$ cat config.mk
export PLATFORM = sky130hd
export DESIGN_NAME = software_timer_table_top
export DESIGN_NICKNAME = d
export VERILOG_FILES = /design/src/stt_pkg.sv /design/src/stt_mem.sv /design/src/stt_ctrl.sv /design/src/software_timer_table_top.sv
export SDC_FILE = /design/constraint.sdc
export NUM_CORES = 2
export LEC_CHECK = 0
export BUFFER_PORTS_ARGS = -buffer_cell sky130_fd_sc_hd__buf_2
export CAP_MARGIN = 20
export CORE_UTILIZATION = 57
export DETAILED_ROUTE_END_ITERATION = 10
export HOLD_SLACK_MARGIN = 0.06
export PLACE_DENSITY = 0.76
export SLEW_MARGIN = 20
export SYNTH_ARGS = -nofsm -noshare
export SYNTH_HDL_FRONTEND = slang
export SYNTH_SLANG_ARGS = --single-unit
$ cat constraint.sdc
create_clock -name clk_i -period 8.55 [get_ports clk_i]
set_input_delay 0.855 -clock clk_i [delete_from_list [all_inputs] [get_ports clk_i]]
set_output_delay 0.855 -clock clk_i [all_outputs]
set_load 0.005 [all_outputs]
$ cat src/stt_pkg.sv
// Package for the software timer table: codes, entry layout and the result push record.
// No dependencies; every other file of the block imports it.
package stt_pkg;

  localparam int SlotsDef = 16;
  localparam int MaxOut   = 16;

  localparam logic [1:0] KindAdd  = 2'd0;
  localparam logic [1:0] KindDel  = 2'd1;
  localparam logic [1:0] KindTick = 2'd2;

  localparam logic [1:0] ReplyAdd   = 2'd0;
  localparam logic [1:0] ReplyDel   = 2'd1;
  localparam logic [1:0] ReplyFired = 2'd2;

  localparam logic [1:0] StatOk    = 2'd0;
  localparam logic [1:0] StatFull  = 2'd1;
  localparam logic [1:0] StatNoId  = 2'd2;

  typedef struct packed {
    logic        periodic;
    logic [15:0] ident;
    logic [31:0] start;
    logic [30:0] delay;
  } entry_t;

  typedef struct packed {
    logic        valid;
    logic [1:0]  kind;
    logic [15:0] id;
    logic [1:0]  status;
    logic        last;
  } push_t;

endpackage

$ cat src/stt_mem.sv
// Timer entry memory: one write port and one read port with registered read data.
// Depends on stt_pkg for the entry layout.
module stt_mem import stt_pkg::*; #(
  parameter int Depth = SlotsDef,
  localparam int AddrW = $clog2(Depth)
) (
  input  logic             clk_i,
  input  logic             we_i,
  input  logic [AddrW-1:0] waddr_i,
  input  entry_t           wdata_i,
  input  logic             re_i,
  input  logic [AddrW-1:0] raddr_i,
  output entry_t           rdata_o
);

  entry_t mem_q [Depth];
  entry_t rdata_q;

  always_ff @(posedge clk_i) begin
    if (we_i) begin
      mem_q[waddr_i] <= wdata_i;
    end
  end

  always_ff @(posedge clk_i) begin
    if (re_i) begin
      rdata_q <= mem_q[raddr_i];
    end
  end

  assign rdata_o = rdata_q;

endmodule

$ cat src/stt_ctrl.sv
// Request sequencer of the timer table: adds, and a compacting scan for deletes and ticks.
// Depends on stt_pkg; drives the entry memory ports and the result push record.
module stt_ctrl import stt_pkg::*; #(
  parameter int Slots = SlotsDef,
  localparam int AddrW = $clog2(Slots),
  localparam int CntW  = $clog2(Slots + 1)
) (
  input  logic             clk_i,
  input  logic             rst_ni,
  input  logic             in_valid_i,
  output logic             in_ready_o,
  input  logic [1:0]       kind_i,
  input  logic             timer_type_i,
  input  logic [30:0]      delay_i,
  input  logic [15:0]      target_id_i,
  output logic             mem_we_o,
  output logic [AddrW-1:0] mem_waddr_o,
  output entry_t           mem_wdata_o,
  output logic             mem_re_o,
  output logic [AddrW-1:0] mem_raddr_o,
  input  entry_t           mem_rdata_i,
  input  logic             out_free_i,
  output push_t            push_o
);

  localparam int FireW = $clog2(MaxOut + 1);

  localparam logic [1:0] StIdle = 2'd0;
  localparam logic [1:0] StScan = 2'd1;
  localparam logic [1:0] StEmit = 2'd2;

  logic [1:0]       state_q, state_d;
  logic [31:0]      time_q, time_d;
  logic [15:0]      next_id_q, next_id_d;
  logic [CntW-1:0]  count_q, count_d;
  logic [CntW-1:0]  rd_ptr_q, rd_ptr_d;
  logic [CntW-1:0]  wr_ptr_q, wr_ptr_d;
  logic             rd_vld_q, rd_vld_d;
  logic             is_tick_q, is_tick_d;
  logic             found_q, found_d;
  logic [15:0]      tid_q, tid_d;
  logic             pend_vld_q, pend_vld_d;
  logic [15:0]      pend_id_q, pend_id_d;
  logic [FireW-1:0] fired_q, fired_d;
  logic [1:0]       rep_kind_q, rep_kind_d;
  logic [15:0]      rep_id_q, rep_id_d;
  logic [1:0]       rep_status_q, rep_status_d;

  logic        accept;
  logic [31:0] elapsed;
  logic        due, fire, hit, stall, drop, process, scan_done;

  assign in_ready_o = (state_q == StIdle);
  assign accept     = in_valid_i && in_ready_o;

  assign elapsed   = time_q - mem_rdata_i.start;
  assign due       = elapsed >= {1'b0, mem_rdata_i.delay};
  assign fire      = is_tick_q && due && (fired_q < FireW'(MaxOut));
  assign hit       = !is_tick_q && !found_q && (mem_rdata_i.ident == tid_q);
  assign stall     = rd_vld_q && fire && pend_vld_q && !out_free_i;
  assign drop      = hit || (fire && !mem_rdata_i.periodic);
  assign process   = (state_q == StScan) && rd_vld_q && !stall;
  assign scan_done = !rd_vld_q && (rd_ptr_q == count_q);

  always_comb begin
    state_d      = state_q;
    time_d       = time_q;
    next_id_d    = next_id_q;
    count_d      = count_q;
    rd_ptr_d     = rd_ptr_q;
    wr_ptr_d     = wr_ptr_q;
    rd_vld_d     = rd_vld_q;
    is_tick_d    = is_tick_q;
    found_d      = found_q;
    tid_d        = tid_q;
    pend_vld_d   = pend_vld_q;
    pend_id_d    = pend_id_q;
    fired_d      = fired_q;
    rep_kind_d   = rep_kind_q;
    rep_id_d     = rep_id_q;
    rep_status_d = rep_status_q;
    mem_we_o     = 1'b0;
    mem_waddr_o  = wr_ptr_q[AddrW-1:0];
    mem_wdata_o  = mem_rdata_i;
    mem_re_o     = 1'b0;
    mem_raddr_o  = rd_ptr_q[AddrW-1:0];
    push_o       = '0;

    unique case (state_q)
      StIdle: begin
        if (accept) begin
          rd_ptr_d   = '0;
          wr_ptr_d   = '0;
          rd_vld_d   = 1'b0;
          found_d    = 1'b0;
          pend_vld_d = 1'b0;
          fired_d    = '0;
          tid_d      = target_id_i;
          unique case (kind_i)
            KindAdd: begin
              rep_kind_d = ReplyAdd;
              state_d    = StEmit;
              if (count_q == CntW'(Slots)) begin
                rep_id_d     = '0;
                rep_status_d = StatFull;
              end else begin
                mem_we_o             = 1'b1;
                mem_waddr_o          = count_q[AddrW-1:0];
                mem_wdata_o.periodic = timer_type_i;
                mem_wdata_o.ident    = next_id_q;
                mem_wdata_o.start    = time_q;
                mem_wdata_o.delay    = delay_i;
                count_d              = count_q + 1'b1;
                rep_id_d             = next_id_q;
                rep_status_d         = StatOk;
                next_id_d            = next_id_q + 16'd1;
              end
            end
            KindDel: begin
              is_tick_d = 1'b0;
              state_d   = StScan;
            end
            KindTick: begin
              is_tick_d = 1'b1;
              time_d    = time_q + 32'd1;
              state_d   = StScan;
            end
            default: begin
              state_d = StIdle;
            end
          endcase
        end
      end

      StScan: begin
        if (process) begin
          if (!drop) begin
            mem_we_o          = 1'b1;
            mem_wdata_o.start = fire ? time_q : mem_rdata_i.start;
            wr_ptr_d          = wr_ptr_q + 1'b1;
          end
          if (hit) begin
            found_d = 1'b1;
          end
          if (fire) begin
            push_o.valid  = pend_vld_q;
            push_o.kind   = ReplyFired;
            push_o.id     = pend_id_q;
            push_o.status = StatOk;
            push_o.last   = 1'b0;
            pend_vld_d    = 1'b1;
            pend_id_d     = mem_rdata_i.ident;
            fired_d       = fired_q + 1'b1;
          end
        end
        if (!stall) begin
          mem_re_o = rd_ptr_q < count_q;
          rd_vld_d = mem_re_o;
          if (mem_re_o) begin
            rd_ptr_d = rd_ptr_q + 1'b1;
          end
        end
        if (scan_done) begin
          count_d = wr_ptr_q;
          if (is_tick_q) begin
            rep_kind_d   = ReplyFired;
            rep_id_d     = pend_id_q;
            rep_status_d = StatOk;
            state_d      = pend_vld_q ? StEmit : StIdle;
          end else begin
            rep_kind_d   = ReplyDel;
            rep_id_d     = tid_q;
            rep_status_d = found_q ? StatOk : StatNoId;
            state_d      = StEmit;
          end
        end
      end

      StEmit: begin
        if (out_free_i) begin
          push_o.valid  = 1'b1;
          push_o.kind   = rep_kind_q;
          push_o.id     = rep_id_q;
          push_o.status = rep_status_q;
          push_o.last   = 1'b1;
          state_d       = StIdle;
        end
      end

      default: begin
        state_d = StIdle;
      end
    endcase
  end

  always_ff @(posedge clk_i or negedge rst_ni) begin
    if (!rst_ni) begin
      state_q    <= StIdle;
      time_q     <= '0;
      next_id_q  <= '0;
      count_q    <= '0;
      rd_ptr_q   <= '0;
      wr_ptr_q   <= '0;
      rd_vld_q   <= 1'b0;
      is_tick_q  <= 1'b0;
      found_q    <= 1'b0;
      pend_vld_q <= 1'b0;
      fired_q    <= '0;
    end else begin
      state_q    <= state_d;
      time_q     <= time_d;
      next_id_q  <= next_id_d;
      count_q    <= count_d;
      rd_ptr_q   <= rd_ptr_d;
      wr_ptr_q   <= wr_ptr_d;
      rd_vld_q   <= rd_vld_d;
      is_tick_q  <= is_tick_d;
      found_q    <= found_d;
      pend_vld_q <= pend_vld_d;
      fired_q    <= fired_d;
    end
  end

  always_ff @(posedge clk_i) begin
    tid_q        <= tid_d;
    pend_id_q    <= pend_id_d;
    rep_kind_q   <= rep_kind_d;
    rep_id_q     <= rep_id_d;
    rep_status_q <= rep_status_d;
  end

  a_push_free: assert property (@(posedge clk_i) disable iff (!rst_ni)
    push_o.valid |-> out_free_i)
    else $error("result pushed while the output register is occupied");

  a_count_range: assert property (@(posedge clk_i) disable iff (!rst_ni)
    count_q <= CntW'(Slots))
    else $error("entry count beyond the table depth");

  a_compact_order: assert property (@(posedge clk_i) disable iff (!rst_ni)
    (state_q == StScan) && mem_we_o |-> wr_ptr_q < rd_ptr_q)
    else $error("compaction write overtook the scan read");

  a_no_rw_clash: assert property (@(posedge clk_i) disable iff (!rst_ni)
    mem_we_o && mem_re_o |-> mem_waddr_o != mem_raddr_o)
    else $error("read and write of the same entry in one cycle");

endmodule

$ cat src/software_timer_table_top.sv
// An add is written to the entry memory when taken; its reply goes via the emit state
// to the output register, waiting while it is occupied. A delete or tick walks the live
// entries, one per cycle while no fired result waits for the output to be taken.
// New requests are taken only in idle, so the single-read-port memory scan sets their pace.
// Reset clears the time and id counters, the entry count and the output valid flag;
// entry memory contents are not cleared, since the count marks which entries are live.
module software_timer_table_top import stt_pkg::*; #(
  parameter int Slots = SlotsDef
) (
  input  logic        clk_i,
  input  logic        rst_ni,
  input  logic        in_valid_i,
  output logic        in_ready_o,
  input  logic [1:0]  kind_i,
  input  logic        timer_type_i,
  input  logic [30:0] delay_i,
  input  logic [15:0] target_id_i,
  output logic        out_valid_o,
  input  logic        out_ready_i,
  output logic [1:0]  reply_kind_o,
  output logic [15:0] timer_id_o,
  output logic [1:0]  status_o,
  output logic        last_o
);

  localparam int AddrW = $clog2(Slots);

  logic             mem_we, mem_re;
  logic [AddrW-1:0] mem_waddr, mem_raddr;
  entry_t           mem_wdata, mem_rdata;
  logic             out_free;
  push_t            push;
  logic             out_valid_q;
  logic [1:0]       reply_kind_q;
  logic [15:0]      timer_id_q;
  logic [1:0]       status_q;
  logic             last_q;

  stt_mem #(
    .Depth (Slots)
  ) u_mem (
    .clk_i   (clk_i),
    .we_i    (mem_we),
    .waddr_i (mem_waddr),
    .wdata_i (mem_wdata),
    .re_i    (mem_re),
    .raddr_i (mem_raddr),
    .rdata_o (mem_rdata)
  );

  stt_ctrl #(
    .Slots (Slots)
  ) u_ctrl (
    .clk_i        (clk_i),
    .rst_ni       (rst_ni),
    .in_valid_i   (in_valid_i),
    .in_ready_o   (in_ready_o),
    .kind_i       (kind_i),
    .timer_type_i (timer_type_i),
    .delay_i      (delay_i),
    .target_id_i  (target_id_i),
    .mem_we_o     (mem_we),
    .mem_waddr_o  (mem_waddr),
    .mem_wdata_o  (mem_wdata),
    .mem_re_o     (mem_re),
    .mem_raddr_o  (mem_raddr),
    .mem_rdata_i  (mem_rdata),
    .out_free_i   (out_free),
    .push_o       (push)
  );

  assign out_free = !out_valid_q || out_ready_i;

  always_ff @(posedge clk_i or negedge rst_ni) begin
    if (!rst_ni) begin
      out_valid_q <= 1'b0;
    end else if (push.valid) begin
      out_valid_q <= 1'b1;
    end else if (out_ready_i) begin
      out_valid_q <= 1'b0;
    end
  end

  always_ff @(posedge clk_i) begin
    if (push.valid) begin
      reply_kind_q <= push.kind;
      timer_id_q   <= push.id;
      status_q     <= push.status;
      last_q       <= push.last;
    end
  end

  assign out_valid_o  = out_valid_q;
  assign reply_kind_o = reply_kind_q;
  assign timer_id_o   = timer_id_q;
  assign status_o     = status_q;
  assign last_o       = last_q;

endmodule
==> out/qor_table.md <==
| Parameter | Value |
| --- | --- |
| Placed instance area | 0.0633 mm2 |
| Post-synthesis mux area share | 0.153 |
| Cell leakage power | 22.2 nW |
| Number of pins exceeding their max-slew limit in the final report | 0 |
| Post-Route Setup TNS | 0 ps |
| Ranking of synthesized cells by area | edfxtp_1 71%, mux4_2 15%, dfrtp_1 3.1% |
| Arrival time of data at the critical path endpoint | 8180 ps |
| Placer Congestion | 0.919 |
| Post-cts resize count | 0 |
| Synthesized area per cell | 20.4 um2 |
| Synth-to-Final Area Change | 12.7% |
| Ratio of routed vias to standard cells | 6.57 |
| Initial antenna violation count | 1 |
| Number of I/O pins | 77 |
| Via count | 30.5k |
| Status | complete, no violations |
| Buffers inserted by post-CTS timing repair | 0 |
| Cell taking the most area after synthesis | edfxtp_1 |
| Crit start category | flop |
| Share of post-route cells with drive strength above 1 | 0.253 |
| Mapped cell area | 0.0605 mm2 |
| First-pass GRT wire length | 206 mm |
| Simple logic cell fraction of the synthesized area | 0.0272 |
| TritonCTS buffer count | 148 |
| Share of synthesized flip-flops with an asynchronous set or reset | 0.0497 |
| Chip Width | 328 um |
| CTS tree | built |
| Setup Skew | 31.5 ps |
| Most used DFF post-synth | edfxtp_1 |
| FP Rows | 119 |
| Starting utilization of the core area | 0.575 |
| Count of buffers inserted at the top-level ports | 76 |
| Count of flip-flops with a built-in enable after synthesis | 1433 |
| Critical Path Start | u_ctrl.time_q[0] |
| Final setup violation count | 0 |
| Chip Height | 328 um |
| Area fraction of the dominant cell type after synthesis | 0.711 |
| Nets | 3276 |
| Commonest non-fill, non-tap cell in the layout | edfxtp_1 |
| FF+latch count, synth | 1508 |
| Post-detailed-placement half-perimeter wirelength | 76.4 mm |
| Antenna-violating nets left | 0 |
| Post-route DRC violation count | 0 |
| Endpoint of the most critical setup path | u_mem.mem_q[3][17] |
| Multi-input gate area in the final layout | 0.0149 mm2 |
| RSZ-0062 raised after global routing | false |
| Die Outline Area | 0.107 mm2 |
| Clock-pin transition on the worst setup and hold timing paths | 70 ps |
| Syn Nets | 3097 |
| Combinational family with the most area after synthesis | multiplexers |
| Routed wire length | 138 mm |
| Share of the yosys chip area belonging to registers | 0.742 |
| Critical path type | flop to flop |
| Post-Layout Inst Area | 0.0682 mm2 |
| Xor/xnor share of the synthesized area | 0.0130 |
| Time the worst path needs with I/O delays and setup | 7760 ps |
| Part of the cycle the worst path needs | 0.907 |
| Worst max-slew margin expressed relative to the limit | 0.192 |
| Remaining global-route overflow | 0 |
| Worst slew pin tran | 1210 ps |
| Total Routing Usage GR | 0.263 |
| Hold Vio Cnt, Final | 0 |
| Worst slack, placed | 971 ps |
| Count of mapped cells out of synthesis | 2962 |
| N_diodes | 0 |
| Maximum operating frequency | 129 MHz |
| Initial detailed-routing violation count | 3546 |
| Buffer cell driving the clock tree root | clkbuf_16 |
| Commonest cells after routing, fill and taps aside | 1433 x edfxtp_1, 400 x mux4_2, 152 x clkbuf_16 |
| 1st-pass router iterations | 5 |
| Setup slack of the most critical reg-to-reg path | 790 ps |
| WP data required | 8970 ps |
| Unique cell type count in the Yosys netlist | 76 |
| Number of warnings reported in the yosys synthesis log | 0 |
| Max-capacitance violation count | 0 |
| Setup ws final | 794 ps |
| Synth Area in Adders | 0.0169 |
| Latest clock arrival within the worst-skew pair | 750 ps |
| Maximum vdd drop | 0.234 mV |
| Number of clock sinks | 1508 |
| Cell depth of the worst flop-to-flop path | 26 |
| Worst flop-to-flop path startpoint | u_ctrl.time_q[0] |
| Register area | 0.0449 mm2 |
| # H-tree levels | 4 |
| Vias in the first global route | 31.7k |
| Hold buffer count at cts | 0 |
| Fraction of the mapped netlist area in compound gates | 0.0325 |
| Placeable Area | 0.105 mm2 |
| Endpoint of the worst register-to-register path | u_mem.mem_q[3][17] |
| Power density normalized to cell area | 291 mW/mm2 |
| Fillers | 6600 |
| Top fanout value on the critical path | 17 |
| Nature of the critical path endpoint | flop |
| Worst hold path type | input pin to asynchronous set/reset pin |
| Final design utilization | 0.647 |
| Clock Tree Buf Depth | 3 |
| Largest net degree at the start of global routing | 170 |
| Routed length per instance | 29.7 um |
cell type report:
class                   count  area share
clock buffers             196      0.0594
clock inverters            72      0.0109
flip-flops and latches   1508       0.659
multi-input cells        1226       0.218
repair buffers            163      0.0220
well taps                1391      0.0255
inverters                  94     0.00518
worst min-delay path by stage:
stage	start	to	slack (ps)	cells after the start
global route	rst_ni	u_ctrl.time_q[0]	100	1
CTS	rst_ni	u_ctrl.time_q[5]	70	1
global placement	u_ctrl.state_q[0]	u_ctrl.state_q[0]	500	2
detailed placement	u_ctrl.time_q[17]	u_ctrl.time_q[17]	510	1
floorplan	u_ctrl.next_id_q[15]	u_ctrl.next_id_q[15]	460	1
finish	rst_ni	u_ctrl.time_q[0]	110	1
synthesized netlist by cell type (all sizes together) (6+ instances only):
cell	number
o21a	9
a21oi	47
xor2	21
buf	43
and2	6
mux4	400
nand4	20
clkbuf	91
nor2b	11
ha	80
and3	17
mux2i	18
nand3	39
nor2	71
o21ai	66
o211ai	7
edfxtp	1433
a21o	25
nor3	17
a22o	50
xnor2	69
a31o	15
dfrtp	75
inv	93
nand2b	8
a211oi	10
nand2	143
mux2	7
a31oi	6
worst max-delay path, cell delays in order, from the launching register on:
cell and delay, ps:
dfrtp_1 430, inv_1 120, ha_1 190, inv_1 70
fa_1 410, a21oi_1 290, o211ai_1 160, a31oi_1 400
o21ai_1 230, a21oi_1 320, o31a_1 210, a21oi_1 100
a21o_1 220, a21oi_1 210, xnor2_1 140, ha_1 250
o21a_1 170, o21ai_1 170, a211oi_1 120, and3b_1 190
a221oi_1 690, o32ai_1 260, a21oi_1 170, o21ai_1 310
o32a_1 440, nor2_4 840, buf_12 280
metal layers:
metal	GRT usage	part of all wire	vias up	routed length [um]
met5	0	0.000087	-	12
met4	0.0774	0.025	2	3460
met3	0.0486	0.083	255	11500
met2	0.431	0.50	1683	69000
met1	0.366	0.39	16073	54400
li1	-	-	12536	-
power by group:
| group | switching (mW) | leakage [nW] | internal [mW] | total (mW) |
|---|---|---|---|---|
| Sequential | 0.242 | 13.9 | 9.07 | 9.31 |
| Combinational | 2.34 | 5.92 | 1.74 | 4.08 |
| Clock | 2.71 | 2.34 | 3.73 | 6.45 |
| Total | 5.30 | 22.2 | 14.5 | 19.8 |
flip-flops by register name, summed over array words and instances, names as in the netlist, 2 cells and up:
register and flops:
reply_kind_o 2, status_o 2, timer_id_o 16, u_ctrl.count_q 5, u_ctrl.fired_q 5, u_ctrl.next_id_q 16, u_ctrl.pend_id_q 16, u_ctrl.rd_ptr_q 5
u_ctrl.rep_id_q 16, u_ctrl.rep_kind_q 2, u_ctrl.rep_status_q 2, u_ctrl.state_q 2, u_ctrl.tid_q 16, u_ctrl.time_q 32, u_ctrl.wr_ptr_q 5, u_mem.mem_q 1280
u_mem.rdata_o 80
through the flow:
step	power (mW)	cells	hold WS [ps]
after floorplan	12.2	2962	463
after global placement	13.3	4374	495
after detailed placement	13.5	4379	514
after CTS	19.9	4647	74.9
after global routing	20.5	4650	101
final	19.8	4650	113
cells by family after synthesis:
logic type | after synthesis
xor+xnor | 90
flops | 1508
fa+ha+maj | 81
compound gates | 275
mux | 425
simple gates | 355
buf+inv | 228
Power figures use the tool's default switching activity.
